`src/hdl/pit_pkg.sv`:
```
// ============================================================================
// pit_pkg
// Shared widths, item types and helpers for the point-in-triangle test.
// ============================================================================
`default_nettype none

package pit_pkg;

   // Input geometry: three signed components per vector, x in the low bits.
   localparam int CB         = 20;
   localparam int F          = 16;
   localparam int FIELD_W    = 60;
   localparam int NUM_FIELDS = 5;
   localparam int REQ_W      = 304;
   localparam int RSP_W      = 8;

   // Datapath widths.
   localparam int DW  = CB + 1;          // vertex differences
   localparam int PW  = 2 * DW;          // difference products
   localparam int NW  = PW + 1;          // numerator and denominator of u
   localparam int MW  = NW;              // magnitudes fed to the divider
   localparam int QW  = F + 2;           // magnitude of u, saturated at 2.0
   localparam int UCW = QW + 1 + DW;     // u times an edge component
   localparam int VW  = UCW + 1;         // numerator of v
   localparam int PRW = QW + DW;         // bound product for the u+v test

   // Request queue between the front and the back.
   localparam int QDEPTH = 4;
   localparam int QAW    = 2;

   // Axis codes.
   localparam logic [1:0] AXIS_X = 2'd0;
   localparam logic [1:0] AXIS_Y = 2'd1;
   localparam logic [1:0] AXIS_Z = 2'd2;

   localparam logic [QW-1:0] ONE_Q   = {2'b01, {F{1'b0}}};
   localparam logic [QW-1:0] SAT_MAG = {2'b10, {F{1'b0}}};

   // Classified request: projected differences and the flat edge mark.
   typedef struct packed {
      logic                 flat;
      logic signed [DW-1:0] d1;
      logic signed [DW-1:0] d2;
      logic signed [DW-1:0] b1;
      logic signed [DW-1:0] b2;
      logic signed [DW-1:0] c1;
      logic signed [DW-1:0] c2;
   } item_type;

   // What the v test needs, carried alongside the divider.
   typedef struct packed {
      logic signed [DW-1:0] d;
      logic signed [DW-1:0] c;
      logic signed [DW-1:0] b;
      logic                 flat_b0;
      logic                 neg;
      logic                 dz;
   } vctx_type;

   function automatic logic signed [CB-1:0] comp(input logic [FIELD_W-1:0] w,
                                                 input logic [1:0] k);
      logic signed [CB-1:0] r;
      unique case (k)
         AXIS_X:  r = w[CB-1:0];
         AXIS_Y:  r = w[2*CB-1:CB];
         default: r = w[3*CB-1:2*CB];
      endcase
      return r;
   endfunction

   function automatic logic signed [DW-1:0] sub(input logic signed [CB-1:0] a,
                                                input logic signed [CB-1:0] b);
      return {a[CB-1], a} - {b[CB-1], b};
   endfunction

endpackage

`default_nettype wire

```
`src/hdl/pit_div.sv`:
```
// ============================================================================
// pit_div
// Pipelined restoring divider for u, one quotient bit per stage.
// ============================================================================
`default_nettype none

module pit_div import pit_pkg::*; (
   input  wire logic          clock,
   input  wire logic          reset,
   input  wire logic          en,
   input  wire logic          in_valid,
   input  wire logic [MW-1:0] un,
   input  wire logic [MW-1:0] ud,
   input  vctx_type           in_ctx,
   output logic               out_valid,
   output logic [QW-1:0]      mag,
   output vctx_type           out_ctx
);

   logic [F:0]      valid_ff;
   logic [MW-1:0]   rem_ff [F+1];
   logic [MW-1:0]   rem_in [F+1];
   logic [MW-1:0]   ud_ff  [F+1];
   logic [QW-1:0]   q_ff   [F+1];
   logic [QW-1:0]   q_in   [F+1];
   logic            sat_ff [F+1];
   vctx_type        ctx_ff [F+1];
   logic [MW:0]     r2     [F+1];
   logic            ge     [F+1];

   // The first stage settles the integer bit and the saturation at 2.0;
   // each later stage shifts the remainder and takes one fraction bit.
   always_comb begin
      r2[0]     = '0;
      ge[0]     = (un >= ud);
      rem_in[0] = ge[0] ? (un - ud) : un;
      q_in[0]   = {{(QW-1){1'b0}}, ge[0]};
      for (int k = 1; k <= F; k++) begin
         r2[k]     = {rem_ff[k-1], 1'b0};
         ge[k]     = (r2[k] >= {1'b0, ud_ff[k-1]});
         rem_in[k] = ge[k] ? MW'(r2[k] - {1'b0, ud_ff[k-1]}) : r2[k][MW-1:0];
         q_in[k]   = {q_ff[k-1][QW-2:0], ge[k]};
      end
   end

   always_ff @(posedge clock) begin
      if (reset) begin
         valid_ff <= '0;
      end else if (en) begin
         valid_ff <= {valid_ff[F-1:0], in_valid};
      end
   end

   always_ff @(posedge clock) begin
      if (en) begin
         rem_ff[0] <= rem_in[0];
         ud_ff[0]  <= ud;
         q_ff[0]   <= q_in[0];
         sat_ff[0] <= ({1'b0, un} >= {ud, 1'b0});
         ctx_ff[0] <= in_ctx;
         for (int k = 1; k <= F; k++) begin
            rem_ff[k] <= rem_in[k];
            ud_ff[k]  <= ud_ff[k-1];
            q_ff[k]   <= q_in[k];
            sat_ff[k] <= sat_ff[k-1];
            ctx_ff[k] <= ctx_ff[k-1];
         end
      end
   end

   assign out_valid = valid_ff[F];
   assign mag       = sat_ff[F] ? SAT_MAG : q_ff[F];
   assign out_ctx   = ctx_ff[F];

endmodule

`default_nettype wire

```
`config.mk`:
```
export PLATFORM = sky130hd
export DESIGN_NAME = pit_div
export DESIGN_NICKNAME = d
export VERILOG_FILES = /design/src/hdl/pit_pkg.sv /design/src/hdl/pit_div.sv
export SDC_FILE = /design/constraint.sdc
export NUM_CORES = 2
export LEC_CHECK = 0
export BUFFER_PORTS_ARGS = -buffer_cell sky130_fd_sc_hd__clkbuf_2
export CORE_MARGIN = 5
export CORE_UTILIZATION = 52
export CTS_CLUSTER_SIZE = 40
export DETAILED_ROUTE_END_ITERATION = 16
export GPL_TIMING_DRIVEN = 0
export PLACE_DENSITY = 0.68
export SYNTH_ARGS = -nofsm -noshare
export SYNTH_HDL_FRONTEND = slang
export SYNTH_SLANG_ARGS = --single-unit
```
`constraint.sdc`:
```
create_clock -name clock -period 8.8 [get_ports clock]
set_input_delay 1.32 -clock clock [delete_from_list [all_inputs] [get_ports clock]]
set_output_delay 1.32 -clock clock [all_outputs]
set_load 0.02 [all_outputs]
```
==> key figures <==
Critical path
  – Slowest cell on the critical path: a221oi_1
  – Worst r2r src: ud_ff[0][86]
  – Cell family with most CP delay: compound AO/OA/AOI/OAI gates
  – Crit Path Max Fanout: 10
  – Crit path required time: 9.52 ns
  – CP Class: flip-flop to flip-flop
  – Critical Path Most Common Cell: a21oi_1
  – Worst path bufs/invs: 3
  – Critical Path Max Stage Delay: 1.11 ns
  – Reg-to-reg setup timing slack: 2.40 ns
  – Worst reg2reg path depth: 14
  – Critical Path End: rem_ff[0][168]
  – Crit. Startpoint: ud_ff[0][86]
  – RR Endpoint: rem_ff[0][168]
  – Critical-path cell list: inv_1 > fa_1 > a21o_1 > a21oi_1 > o21ai_0 > a21oi_1 > a21oi_1 > a31oi_1 > o21ai_1 > a221oi_1 > clkbuf_1 > inv_1 > and3_1 > a221oi_1
  – Critical path data arrival time: 7.12 ns
  – Worst path depth: 14
  – Worst Setup End Kind: flip-flop
  – CP Launch Type: flip-flop

Finish
  – Area grow syn2layout: 12.3%
  – Register area: 0.0805 mm^2
  – Area of the multi-input gates: 0.0447 mm^2
  – Filler cell count: 19555
  – Final Non-Filler Cells: 14288
  – Design Area, Final: 0.146 mm^2
  – Nets: 11669
  – Share of post-route cells with drive strength above 1: 9.81%

Place
  – Placed cell count: 13749
  – Detailed Place HPWL: 207000 um
  – Port Buffer Count: 239
  – Pre-CTS WS: 2.33 ns
  – RePlAce Congestion: 1.08
  – Area after DPL: 0.136 mm^2

STA
  – Worst Slack Setup Final: 2.40 ns
  – Final min period: 6.40 ns
  – Fin. Hold Viols: 0
  – Period utilisation layout: 72.8%
  – Final setup violation count: 0
  – Actual slew at the worst max-slew pin: 1.41 ns
  – Slew margin rel.: 5.60%
  – Skew final: 0.0878 ns
  – RSZ-0062 raised after global routing: no
  – Slew Limit Fails: 0
  – Max Freq: 156 MHz
  – Setup TNS: 0 ns
  – Hold_ws: 0.386 ns

Synthesis
  – Unique masters post-synth: 98
  – Post-synth EDFFs: 2668
  – Avg Synthesized Cell Area: 12.8 um^2
  – Synthesized flop and latch total: 2685
  – Seq/Total Area, Yosys: 62.0%
  – Syn_nets: 11097
  – YS warnings: 0
  – Top cell type by total area after synthesis: edfxtp_1
  – Yosys top cell area share: 61.8%
  – Async set or reset register ratio after synthesis: 0%
  – Ranking of synthesized cells by area: edfxtp_1, ha_1, a21oi_1, a21o_1, inv_1
  – Synthesized area: 0.130 mm^2
  – Mapped Cells: 10153
  – Post-synth top flop: edfxtp_1

Pwr
  – Sw power: 17600 uW
  – Clock power frac: 24.3%
  – Leakage: 0.0576 uW
  – Power Dens Cells: 347 mW/mm^2
  – Pint: 33000 uW
  – Sequential power share: 36.8%
  – Maximum vdd drop: 0.248 mV
  – Combinational share of power: 38.9%
  – Switching Share: 34.7%

Route
  – Via density: 5.52
  – DRT Wirelength: 272000 um
  – DR WL/cell: 19.0 um
  – Routed via count: 78895
  – Initial DRC Count: 4661
  – Post-route ant nets: 0
  – DRC violations left: 0
  – First-pass DRT Iterations: 6

Die
  – Total I/O pin count: 241
  – Row Count: 183
  – Core footprint: 0.248 mm^2
  – Initial Util: 52.2%
  – Die height: 509 um
  – DIE AREA: 0.260 mm^2
  – Overall die width: 509 um

Min path
  – Critical hold path startpoint: ctx_ff[0][7]
  – Worst Hold Depth: 0
  – Hold WC Path Type: flip-flop to flip-flop

Clock network
  – CTS Sinks: 2685
  – H-tree lvl count: 5
  – CTS max path bufs: 4
  – Hold Buf Count CTS: 0
  – Post-CTS Setup Inserts: 0
  – Clock root buffer: clkbuf_16
  – TritonCTS clock tree: built
  – Total CTS buffers: 304
  – Post_cts resized: 0
  – Skew-Pair Late Insertion Delay: 0.96 ns
  – Clock transition at path regs: 0.06 ns

Global routing
  – Initial antenna violation count: 3
  – Gr ovfl total: 0
  – All-Layer GR Usage: 20.8%
  – Largest net degree at the start of global routing: 133
  – First-pass GRT wire length: 429000 um
  – Vias in the first global route: 81663

Run
  – Max Cap Violations: 0

Outcome
  – Outcome: finished, final reports clean
==> stage by stage <==
stage          total power, uW  utilization (%)
2_1_floorplan            32800                -
3_3_place_gp             39200             54.4
3_5_place_dp             38300             54.7
4_1_cts                  50900             58.6
5_1_grt                  53800             58.6
6_report                 50600             58.6
==> flip-flops by register name, summed over array words and instances, names as in the netlist <==
name,count
sat_ff,17
rem_ff,688
valid_ff,17
ud_ff,688
ctx_ff,1122
q_ff,153
==> area by class of cell <==
class | count | area share, %
multi-input cells | 6296 | 30.7
clock inverters | 177 | 1.34
diodes | 7 | 0.0120
repair buffers | 266 | 1.31
inverters | 892 | 2.30
clock buffers | 355 | 5.40
flip-flops and latches | 2685 | 55.3
well taps | 3330 | 2.86
plain buffers | 280 | 0.824
==> how the worst min path moves through the flow <==
stage	endpoint	slack, ns
floorplan	ctx_ff[0][1000]	0.40
global placement	ctx_ff[0][690]	0.40
detailed placement	ctx_ff[0][1025]	0.40
CTS	ctx_ff[0][937]	0.38
global route	ctx_ff[0][937]	0.39
finish	ctx_ff[0][73]	0.39
==> cell usage in the layout, fill, tap and decap left out, types with 73 or more instances in the layout <==
cell	n
edfxtp_1	2668
inv_1	891
a21oi_1	786
ha_1	772
nand2_1	644
o21ai_0	577
nor2_1	511
a21o_1	458
xnor2_1	378
clkbuf_16	307
clkbuf_1	264
mux2_2	257
clkbuf_2	238
xor2_1	237
nand4_1	155
nand3_1	153
nor2b_1	115
o21bai_1	101
o21a_1	92
nor3_1	91
a31oi_1	88
nand2b_1	85
and3_1	73
==> cells by family after synthesis <==
| logic type | after synthesis | synth area share, % |
|---|---|---|
| DFF | 2685 | 62.0 |
| AOI/OAI and AO/OA | 2564 | 12.5 |
| and+or+nand+nor | 1998 | 7.28 |
| buffers and inverters | 1172 | 3.51 |
| adders and majority gates | 788 | 7.69 |
| xor gates and xnor gates | 615 | 4.15 |
| muxes | 331 | 2.88 |
==> synthesized netlist by cell type, types with 14 or more instances <==
| master | number |
|---|---|
| a211o_1 | 23 |
| a211oi_1 | 61 |
| a21boi_0 | 30 |
| a21o_1 | 458 |
| a21oi_1 | 786 |
| a221oi_1 | 24 |
| a311oi_1 | 15 |
| a31oi_1 | 88 |
| and2_1 | 33 |
| and3_1 | 73 |
| and4_1 | 25 |
| buf_2 | 47 |
| clkbuf_1 | 216 |
| dfxtp_1 | 17 |
| edfxtp_1 | 2668 |
| fa_1 | 16 |
| ha_1 | 772 |
| inv_1 | 891 |
| mux2_1 | 40 |
| mux2_2 | 257 |
| mux2i_1 | 24 |
| nand2_1 | 644 |
| nand2b_1 | 85 |
| nand3_1 | 153 |
| nand4_1 | 155 |
| nor2_1 | 511 |
| nor2b_1 | 115 |
| nor3_1 | 91 |
| nor4_1 | 29 |
| o211ai_1 | 47 |
| o21a_1 | 92 |
| o21ai_0 | 577 |
| o21ai_1 | 16 |
| o21bai_1 | 101 |
| o221ai_1 | 14 |
| o31a_1 | 23 |
| o31ai_1 | 53 |
| o41ai_1 | 17 |
| or2_2 | 18 |
| or3_1 | 24 |
| xnor2_1 | 378 |
| xor2_1 | 237 |
==> power groups by stage <==
| stage | Clock (uW) | Combinational, uW | Sequential, uW |
|---|---|---|---|
| after floorplan | 0 | 14400 | 18400 |
| after global placement | 0 | 19000 | 20200 |
| after detailed placement | 0 | 19400 | 18900 |
| after CTS | 12700 | 19600 | 18600 |
| after global routing | 13200 | 21700 | 18900 |
| final | 12300 | 19700 | 18600 |
==> layer usage <==
| metal | share of wire (%) | wire length (um) | global-route usage [%] |
|---|---|---|---|
| met2 | 53 | 145000 | 39.5 |
| met5 | 0 | 0 | 0 |
| met4 | 7.4 | 20000 | 13.6 |
| met3 | 3.4 | 9220 | 2.92 |
| met1 | 36 | 97200 | 21.2 |
Power figures use the tool's default switching activity.
